### src/hdl/wss_ram.sv
// ----------------------------------------------------------------------------
// wss_ram: generic single write, single read RAM
// One write port and one read port with registered read data that holds
// while no read is issued.
// ----------------------------------------------------------------------------
module wss_ram #(
  parameter int WIDTH = 8,
  parameter int DEPTH = 16
) (
  input  logic                             clk,
  input  logic                             wr_en,
  input  logic [$clog2(DEPTH > 1 ? DEPTH : 2)-1:0] wr_addr,
  input  logic [WIDTH-1:0]                 wr_data,
  input  logic                             rd_en,
  input  logic [$clog2(DEPTH > 1 ? DEPTH : 2)-1:0] rd_addr,
  output logic [WIDTH-1:0]                 rd_data
);

  logic [WIDTH-1:0] mem [DEPTH];

  // Write and registered read.
  always_ff @(posedge clk) begin
    if (wr_en) begin
      mem[wr_addr] <= wr_data;
    end
    if (rd_en) begin
      rd_data <= mem[rd_addr];
    end
  end

endmodule

### config.mk
export PLATFORM = sky130hd
export DESIGN_NAME = wss_ram
export DESIGN_NICKNAME = d
export VERILOG_FILES = /design/src/hdl/wss_ram.sv
export SDC_FILE = /design/constraint.sdc
export NUM_CORES = 1
export LEC_CHECK = 0
export BUFFER_PORTS_ARGS = -buffer_cell sky130_fd_sc_hd__buf_2
export CAP_MARGIN = 10
export CORE_UTILIZATION = 45
export CTS_CLUSTER_DIAMETER = 40
export DETAILED_ROUTE_END_ITERATION = 10
export HOLD_SLACK_MARGIN = 0.15
export RECOVER_POWER = 50
export SYNTH_ARGS = -nofsm -noshare
export SYNTH_HDL_FRONTEND = slang
export SYNTH_SLANG_ARGS = --single-unit
### constraint.sdc
create_clock -name clk -period 2 [get_ports clk]
set_input_delay 0.4 -clock clk [delete_from_list [all_inputs] [get_ports clk]]
set_output_delay 0.4 -clock clk [all_outputs]
set_load 0.01 [all_outputs]
==> impl_metrics.toml <==
[run_status]
outcome = "finished, final reports clean"

[synthesis]
synth_edf_count = 136
yosys_warnings = 0
synth_cells = 229
yosysUniqueCellTypes = 18
ys_seq_area_share_pct = 78.1
synth.avg_cell_area_um2 = 22.8
synth-main-ff-cell = "edfxtp_1"
postSynth.asyncResetShare_pct = 0
synth_nets = 248
yosys_register_bits = 136
synth.cell_area_um2 = 5230

[timing]
worst_pin_slew_ns = 0.695
slew_violations = 0
hold_viol = 0
fin_tns_setup_ns = 0
finClkSkew_ns = 0.00696
rsz0062_at_grt = "no"
post-route-period-util_pct = 79.3
timing.fmax_mhz = 630
setup_viol = 0
period_minus_slack_ns = 1.59
relSlewSlack_pct = 53.7

[pwr]
p_sw_mw = 1.33
ir_worst_vdd_v = 0.000690
p_clk_share_pct = 45.8
p_per_area_nw_per_um2 = 1050
intPower_mw = 5.18
p_sw_share_pct = 20.4
power_frac_seq_pct = 49.6
p_comb_share_pct = 4.6
leakage_nw = 2.09

[route]
firstDrtPassIters = 5
drcViolationCount = 0
wirelength_mm = 9.76
via_per_inst = 5.55
drt.antenna.violating_nets = 0
routedWlPerCell_um = 22.1
vias = 2448
drt_iter0_markers = 166

[clock_tree]
cts_tree = "yes"
cts_buffer_depth = 2
cts_buffers = 17
ctsResizeCount = 0
cts_sinks = 136
htree_levels = 4
ctsHoldBuffers = 0
cts_setup_buffers = 0
clk-insertion-delay-late_ns = 0.40
clockRootBuffer = "clkbuf_16"
clk_pin_slew_ns = 0.06

[min_path]
min_path_type = "input port to flop"
worstHoldPathCells = 1

[placed_design]
gp_congestion = 0.776
port_buffers = 26
dp_cells = 409
dp.final_hpwl_mm = 6.46

[cells_and_area]
instances_no_fill = 441
layout.nets = 307
area_growth_syn_to_layout_pct = 19.1
diodes = 0
drive_above_1_share_pct = 29.2

[global_routing]
grt_overflow = 0
grt_pass1_vias = 2568
grt_max_degree = 21
grt_antenna_before_repair = 0
grt_usage_pct = 18.5
grt_pass1_wl_mm = 15.0

[setup_path]
criticalPathCategory = "input port to flop"
end_kind = "flop"
r2r_cells = 3
path_max_fanout = 15
arrival_ns = 1.74
worstPathRequired_ns = 2.15
start_kind = "input port"

[die]
dieArea_um2 = 12100
std_cell_rows = 38
ios = 27
die_h_um = 110
start_util_pct = 47.2
fp.dieW_um = 110
coreArea_um2 = 11100

[job]
maxCapViolCount = 0
[cells in the mapped netlist (2+ instances only)]
cell type,n,area share [%]
a22oi_1,16,2.3
nand3b_1,2,0.29
buf_2,3,0.29
nand2b_1,2,0.24
mux4_1,14,7.0
nand2_1,9,0.65
buf_6,3,0.65
mux4_2,18,7.8
nor2_1,13,0.93
nor3_1,4,0.38
edfxtp_1,136,78
clkdlybuf4s25_2,3,0.57
[layer usage]
| metal | track usage (%) | vias to the layer above | routed length, um |
|---|---|---|---|
| met1 | 25.7 | 1283 | 4610 |
| met2 | 28.9 | 60 | 4740 |
| li1 | - | 1103 | - |
| met4 | 6.57 | 0 | 51 |
| met5 | 0 | - | 0 |
| met3 | 4.45 | 2 | 363 |
[flip-flops by register name (all words and copies together) (netlist names)]
signal,count
mem,128
rd_data,8
[critical path, stage by stage]
cell	delay [ns]
buf_2	0.14
buf_12	0.19
mux4_1	0.58
a22oi_1	0.34
nand2_1	0.09
[stage by stage]
step           hold slack (ns)  setup slack, ns  power (mW)  cell area [um^2]  util, %
5_1_grt                  0.504            0.389        6.72              6230     56.2
2_1_floorplan            0.499            0.107        3.45              5230        -
6_report                 0.502            0.413        6.51              6230     56.2
3_5_place_dp             0.737           0.0164        3.60              5660     51.1
3_3_place_gp             0.723           0.0136        3.59              5660     51.1
4_1_cts                  0.363            0.444        6.58              6240     56.4
[cells by family after synthesis]
family,count (synthesis),synth area share (%)
compound gates,16,2.30
simple gates,35,3.14
flops,136,78.1
mux,32,14.8
buf+inv,10,1.65
[worst paths after layout]
| check | startpoint | to | slack (ns) |
|---|---|---|---|
| max | rd_addr[0] | rd_data[0] | 0.41 |
| min | rd_en | rd_data[0] | 0.50 |
| max reg2reg | mem[0][0] | rd_data[0] | 0.45 |
| min reg2reg | mem[12][4] | rd_data[4] | 0.74 |
[cells in the final DEF (no fill, tap or decap), types with 2 or more instances in the layout]
| cell | netlist | layout |
|---|---|---|
| nand3b_1 | 2 | 2 |
| nor2_1 | 13 | 13 |
| nor3_1 | 4 | 4 |
| nand2b_1 | 2 | 2 |
| clkinv_4 | 0 | 4 |
| buf_2 | 3 | 16 |
| buf_4 | 1 | 20 |
| clkbuf_1 | 0 | 12 |
| bufinv_16 | 0 | 2 |
| inv_6 | 0 | 2 |
| mux4_2 | 18 | 18 |
| edfxtp_1 | 136 | 136 |
| a22oi_1 | 16 | 16 |
| clkbuf_16 | 0 | 17 |
| mux4_1 | 14 | 14 |
| buf_12 | 0 | 3 |
| nand2_1 | 9 | 9 |
| clkinvlp_4 | 0 | 4 |
[area by class of cell]
cell class	instances	area (um^2)
Fill cell	844	4850
Sequential cell	136	4080
Multi-Input combinational cell	83	1060
Clock buffer	18	429
Timing Repair Buffer	50	332
Tap cell	140	175
Clock inverter	14	151
[power groups by stage]
stage	registers [mW]	logic [mW]	clock network [mW]
2_1_floorplan	3.29	0.162	0
3_3_place_gp	3.29	0.302	0
3_5_place_dp	3.29	0.309	0
4_1_cts	3.23	0.310	3.04
5_1_grt	3.24	0.328	3.15
6_report	3.23	0.300	2.98
Power figures use the tool's default switching activity.
