===== config.mk =====
export PLATFORM = sky130hd
export DESIGN_NAME = wss_alu
export DESIGN_NICKNAME = d
export VERILOG_FILES = /design/src/hdl/wss_pkg.sv /design/src/hdl/wss_alu.sv
export SDC_FILE = /design/constraint.sdc
export NUM_CORES = 2
export LEC_CHECK = 0
export ABC_AREA = 1
export BUFFER_PORTS_ARGS = -buffer_cell sky130_fd_sc_hd__buf_2
export CAP_MARGIN = 10
export CORE_ASPECT_RATIO = 2
export CORE_MARGIN = 2
export CORE_UTILIZATION = 26
export CTS_CLUSTER_SIZE = 28
export DETAILED_ROUTE_END_ITERATION = 10
export GPL_TIMING_DRIVEN = 0
export SYNTH_ARGS = -nofsm -noshare
export SYNTH_HDL_FRONTEND = slang
export SYNTH_SLANG_ARGS = --single-unit

===== constraint.sdc =====
create_clock -name clk -period 8.8 [get_ports clk]
set_input_delay 1.32 -clock clk [delete_from_list [all_inputs] [get_ports clk]]
set_output_delay 1.32 -clock clk [all_outputs]
set_load 0.1 [all_outputs]

===== src/hdl/wss_pkg.sv =====
// ----------------------------------------------------------------------------
// wss_pkg: shared types and constants for the windowed stream statistics block
// Holds the stream table entry layout, the result record, the arithmetic unit
// request and response, and the command, verdict and register codes.
// ----------------------------------------------------------------------------
package wss_pkg;

  // Command codes of an input request.
  localparam logic CMD_SAMPLE = 1'b0;
  localparam logic CMD_TICK   = 1'b1;

  // Result kinds.
  localparam logic KIND_VERDICT = 1'b0;
  localparam logic KIND_STATS   = 1'b1;

  // Packet verdicts.
  localparam logic [1:0] VERDICT_GOOD    = 2'd0;
  localparam logic [1:0] VERDICT_FUTURE  = 2'd1;
  localparam logic [1:0] VERDICT_EXPIRED = 2'd2;

  // Configuration register indexes.
  localparam logic [1:0] REG_WINDOW_SECONDS = 2'd0;
  localparam logic [1:0] REG_MAX_LATENCY    = 2'd1;
  localparam logic [1:0] REG_MAX_FUTURE     = 2'd2;

  localparam logic [19:0] US_PER_S = 20'd1000000;
  localparam logic [31:0] MAX32    = 32'hFFFF_FFFF;
  localparam logic [39:0] MAX40    = 40'hFF_FFFF_FFFF;
  localparam logic [55:0] MAX56    = 56'hFF_FFFF_FFFF_FFFF;

  // Shared arithmetic unit operations.
  typedef enum logic [1:0] {
    ALU_MUL,
    ALU_DIV,
    ALU_SQRT
  } alu_op_t;

  typedef struct packed {
    logic          start;
    alu_op_t       op;
    logic [127:0]  a;
    logic [63:0]   b;
    logic [5:0]    extra;
  } alu_req_t;

  typedef struct packed {
    logic          done;
    logic [127:0]  result;
  } alu_rsp_t;

  // One row of the stream table.
  typedef struct packed {
    logic               active;
    logic [31:0]        total;
    logic [31:0]        good;
    logic [31:0]        future;
    logic [31:0]        expired;
    logic [62:0]        wstart;
    logic signed [55:0] wsum;
    logic [63:0]        wsq;
    logic [31:0]        wsamp;
    logic [31:0]        wpkt;
    logic [55:0]        wlat;
  } entry_t;

  // One result record.
  typedef struct packed {
    logic               kind;
    logic [3:0]         stream;
    logic [1:0]         verdict;
    logic [31:0]        total;
    logic [31:0]        good;
    logic [31:0]        future;
    logic [31:0]        expired;
    logic [39:0]        lat;
    logic [31:0]        mean;
    logic [31:0]        sd;
    logic               last;
  } res_t;

  // Counter increment that sticks at the top.
  function automatic logic [31:0] sat_inc32(input logic [31:0] c);
    return (c == MAX32) ? c : c + 32'd1;
  endfunction

endpackage


===== src/hdl/wss_alu.sv =====
// ----------------------------------------------------------------------------
// wss_alu: shared iterative arithmetic unit
// Shift-add multiply, restoring divide with extra fraction bits and 64-bit
// saturation, and integer square root. One bit or one root digit per cycle.
// ----------------------------------------------------------------------------
module wss_alu (
  input  logic              clk,
  input  logic              rst,
  input  wss_pkg::alu_req_t req,
  output wss_pkg::alu_rsp_t rsp
);
  import wss_pkg::*;

  logic         busy;
  logic         done;
  alu_op_t      op;
  logic [7:0]   cnt;
  logic [127:0] acc;
  logic [63:0]  opa;
  logic [63:0]  opb;
  logic [63:0]  rem;
  logic [63:0]  quo;
  logic         sat;
  logic [63:0]  root;
  logic [63:0]  bitv;

  logic [127:0] mul_next;
  logic [64:0]  div_r2;
  logic         div_ge;
  logic [63:0]  rem_next;
  logic [63:0]  trial;
  logic         sq_ge;

  // One step of each operation.
  always_comb begin
    mul_next = {acc[126:0], 1'b0} + (opb[63] ? {64'b0, opa} : 128'b0);
    div_r2   = {rem, acc[127]};
    div_ge   = div_r2 >= {1'b0, opb};
    rem_next = div_ge ? 64'(div_r2 - {1'b0, opb}) : div_r2[63:0];
    trial    = root + bitv;
    sq_ge    = opa >= trial;
  end

  // Sequencer and datapath registers.
  always_ff @(posedge clk) begin
    if (rst) begin
      busy <= 1'b0;
      done <= 1'b0;
      op   <= ALU_MUL;
      cnt  <= '0;
    end else begin
      done <= 1'b0;
      if (!busy && req.start) begin
        busy <= 1'b1;
        op   <= req.op;
        rem  <= '0;
        quo  <= '0;
        sat  <= 1'b0;
        root <= '0;
        bitv <= 64'h4000_0000_0000_0000;
        opb  <= req.b;
        unique case (req.op)
          ALU_MUL: begin
            acc <= '0;
            opa <= req.a[63:0];
            cnt <= 8'd63;
          end
          ALU_DIV: begin
            acc <= req.a;
            opa <= '0;
            cnt <= 8'd127 + {2'b0, req.extra};
          end
          ALU_SQRT: begin
            acc <= '0;
            opa <= req.a[63:0];
            cnt <= 8'd31;
          end
          default: begin
            acc <= '0;
            opa <= '0;
            cnt <= '0;
          end
        endcase
      end else if (busy) begin
        unique case (op)
          ALU_MUL: begin
            acc <= mul_next;
            opb <= {opb[62:0], 1'b0};
          end
          ALU_DIV: begin
            acc <= {acc[126:0], 1'b0};
            rem <= rem_next;
            sat <= sat | quo[63];
            quo <= {quo[62:0], div_ge};
          end
          ALU_SQRT: begin
            if (sq_ge) begin
              opa  <= opa - trial;
              root <= (root >> 1) + bitv;
            end else begin
              root <= root >> 1;
            end
            bitv <= bitv >> 2;
          end
          default: begin
            acc <= acc;
          end
        endcase
        cnt <= cnt - 8'd1;
        if (cnt == 8'd0) begin
          busy <= 1'b0;
          done <= 1'b1;
        end
      end
    end
  end

  // Result of the last finished operation.
  always_comb begin
    rsp.done = done;
    unique case (op)
      ALU_MUL:  rsp.result = acc;
      ALU_DIV:  rsp.result = {64'b0, sat ? {64{1'b1}} : quo};
      ALU_SQRT: rsp.result = {64'b0, root};
      default:  rsp.result = '0;
    endcase
  end

endmodule


==> impl_metrics.csv <==
group,metric,value,unit
status,status,"finished, final reports clean",
timing,finalWorstSetupSlack,2570,ps
critical_path,critPathMaxStageDelay,660,ps
synth,synthArstFlopShare,0,%
worst_hold_path,min_from,"cnt[0]$_SDFFE_PP0N_",
flow_run,maxCapViolations,0,
synth,netlist_top_cells_count,"nand2_1 (2814), inv_1 (1446), nor2_1 (1009)",
place,port_buffers,331,
timing,worst_slew_pin_slew,1290,ps
die,io_pins,332,
critical_path,worst-path-max-fanout,43,
timing,report.final.hold_viol_count,0,
worst_hold_path,holdPathEnd,"cnt[0]$_SDFFE_PP0N_",
die,design.core.area,194000,µm²
clocking,clock_path_buffers,3,
place,pre_cts_ws,2920,ps
clocking,clk_latency,730,ps
synth,synth.most_common_cell,"nand2_1",
timing,fmax,0.161,GHz
place,dp_hpwl,211000,µm
synth,synth_top_area_share,28.5,%
clocking,post_cts_resize_count,0,
power,p_leak,28.1,nW
clocking,cts_buffers,58,
die,chipWidth,316,µm
power,vdd.ir_drop.worst,199,µV
global_route,overflow,0,
synth,synth_top_cell_by_area,"edfxtp_1",
timing,fin_skew,32.1,ps
timing,rsz0062_at_grt,"false",
clocking,clkSlewWorstSetupHoldPaths,60,ps
synth,synth_seq_area_share,29.0,%
routing,wl_per_cell,22.0,µm
synth,ys.flop_type,"edfxtp_1",
timing,setup-tns-final,0,ps
worst_hold_path,hp-class,"flop to flop",
cells_and_area,multi_input_area,29700,µm²
clocking,ctsHoldBuffers,0,
cells_and_area,fill_cells,22100,
place,gp_congestion,1.02,
synth,synth.net_count,8744,
routing,drt-initial-drc-count,6276,
routing,avgViaCountPerCell,4.99,
routing,wl,248000,µm
critical_path,worstPathArrival,6620,ps
critical_path,worst-setup-path-type,"flop to flop",
clocking,cts_tree,"built",
die,die_h,628,µm
power,power.total,11.6,mW
critical_path,timing.rr.end,"opa[6]$_DFFE_PP_",
global_route,grt_pass1_wl,351000,µm
cells_and_area,fin_nets,9154,
clocking,cts_root_buffer,"clkbuf_16",
timing,finalCritPeriodShare,70.8,%
synth,yosys_warnings,0,
critical_path,crit_chain,"ha_1 > nand2_1 > o21ai_1 > o21bai_1 > a21oi_1 > o21ai_1 > nand2_1 > nand2_1 > xor2_1 > ha_1 > nand2_1 > nor2_2 > nand2_1 > nor2_2 > nand3_1 > nand3_2 > nand2_2 > nand2_4 > buf_8 > buf_6 > o21ai_1 > inv_2 > buf_12",
place,dpl-instance-area,55900,µm²
synth,ys_seq_elements,493,
synth,ys_top_cells_by_area,"edfxtp_1 (29%), nand2_1 (21%), inv_1 (11%)",
die,start_util,26.1,%
global_route,grt_pass1_vias,52400,
clocking,htreeDepth,2,
critical_path,start_kind,"flop",
global_route,grt_use_total,24.1,%
die,rows,229,
routing,drc,0,
global_route,antenna_found_initial,23,
power,pwr_density_cell,200,nW/µm²
timing,slew_viol_final,0,
cells_and_area,regArea,14700,µm²
critical_path,timing.rr.start,"root[14]$_SDFFCE_PP0P_",
cells_and_area,finalNonFillerCells,11300,
synth,synth_edf_count,481,
place,dp.cells,11200,
routing,vias,56300,
routing,drt-pass1-iter-count,9,
clocking,postCtsSetupBuffers,0,
clocking,cts.sinks,493,
synth,yosysUniqueCellTypes,56,
routing,ant_nets,0,
critical_path,crit_path_end_kind,"flop",
critical_path,required,9190,ps
cells_and_area,area_delta_synth_final,14.0,%
critical_path,reg2reg_depth,23,
timing,slew_headroom,13.9,%
critical_path,cpMostUsedCell,"nand2_1",
die,die_area,198000,µm²
cells_and_area,layout-drive-gt1-share,6.92,%
worst_hold_path,whs_path_depth,2,
cells_and_area,fin_area,57700,µm²
timing,timing.final.crit_period,6230,ps
synth,synth_cells,8278,
synth,syn_area,50600,µm²
critical_path,rrSetupSlack,2570,ps
timing,setup_viol,0,
global_route,grt_max_degree,67,
critical_path,critPathSlowestCell,"o21ai_1",
synth,syn_area_per_cell,6.11,µm²
cells in the final DEF (no fill, tap or decap), drive strengths merged, types with 24 or more instances in the layout:
master,count
o211ai,36
nand3,455
nand2,2830
edfxtp,481
a21oi,411
nor2,1059
xnor2,66
inv,1468
o221ai,24
nor4,26
nand3b,71
nor3,84
xor2,88
clkbuf,171
o21ai,491
buf,418
ha,260
nand4,96
o22ai,35
how the worst max path moves through the flow:
stage	start	to
after floorplan	req[200]	acc[0]$_DFFE_PP_
after global placement	req[200]	opa[6]$_DFFE_PP_
after detailed placement	root[14]$_SDFFCE_PP0P_	opa[6]$_DFFE_PP_
after CTS	root[14]$_SDFFCE_PP0P_	opa[6]$_DFFE_PP_
after global routing	root[14]$_SDFFCE_PP0P_	opa[6]$_DFFE_PP_
final	root[14]$_SDFFCE_PP0P_	opa[6]$_DFFE_PP_
state kept, by name, summed over array words and instances, names as in the netlist:
signal / flops
acc: 128
opa: 64
opb: 64
quo: 64
rem: 64
root: 64
bitv: 32
cnt: 8
op: 2
busy: 1
done: 1
sat: 1
logic make-up after synthesis:
| kind of cell | count (synthesis) | share of synthesized area, % |
|---|---|---|
| AOI/OAI and AO/OA | 1080 | 11.7 |
| xor gates and xnor gates | 154 | 2.67 |
| adders and majority gates | 263 | 6.55 |
| buffers and inverters | 1638 | 12.5 |
| DFF | 493 | 29.0 |
| and+or+nand+nor | 4650 | 37.7 |
final cells by class:
type	count	share of cell area, %
Antenna cell	11	0.0477
Buffer	171	1.39
Clock buffer	68	2.62
Clock inverter	36	0.505
Inverter	1467	9.56
Multi-Input combinational cell	6147	51.4
Sequential cell	493	25.4
Tap cell	2541	5.51
Timing Repair Buffer	350	3.54
where the power goes:
| part | internal, mW | leakage (nW) | switching (mW) | total, mW |
|---|---|---|---|---|
| combinational | 1.51 | 22.6 | 4.29 | 5.80 |
| clock | 1.31 | 0.857 | 1.18 | 2.49 |
| sequential | 2.97 | 4.66 | 0.291 | 3.26 |
| total | 5.79 | 28.1 | 5.76 | 11.6 |
worst max-delay path, delay by kind of cell, from the launching register on:
family,cells,cell delay [ps]
AO/OA/AOI/OAI,5,1270
buffers and inverters,4,1120
flip-flops,1,560
AND/OR/NAND/NOR,11,1860
XOR/XNOR,1,190
adder cells (fa/ha/maj),2,830
per-layer routing:
layer,up-vias,GRT usage [%],share of wire (%)
met4,8,8.76,4.2
met3,334,4.49,9.8
met1,26100,33.9,44
met5,-,0,0.024
li1,27200,-,-
met2,2697,36.4,42
through the flow:
| stage | hold slack, ps | util [%] |
|---|---|---|
| 2_1_floorplan | 455 | - |
| 3_3_place_gp | 469 | 28.6 |
| 3_5_place_dp | 470 | 28.8 |
| 4_1_cts | 482 | 29.7 |
| 5_1_grt | 527 | 29.7 |
| 6_report | 481 | 29.7 |
No activity file was read; power rests on OpenSTA's default activity.
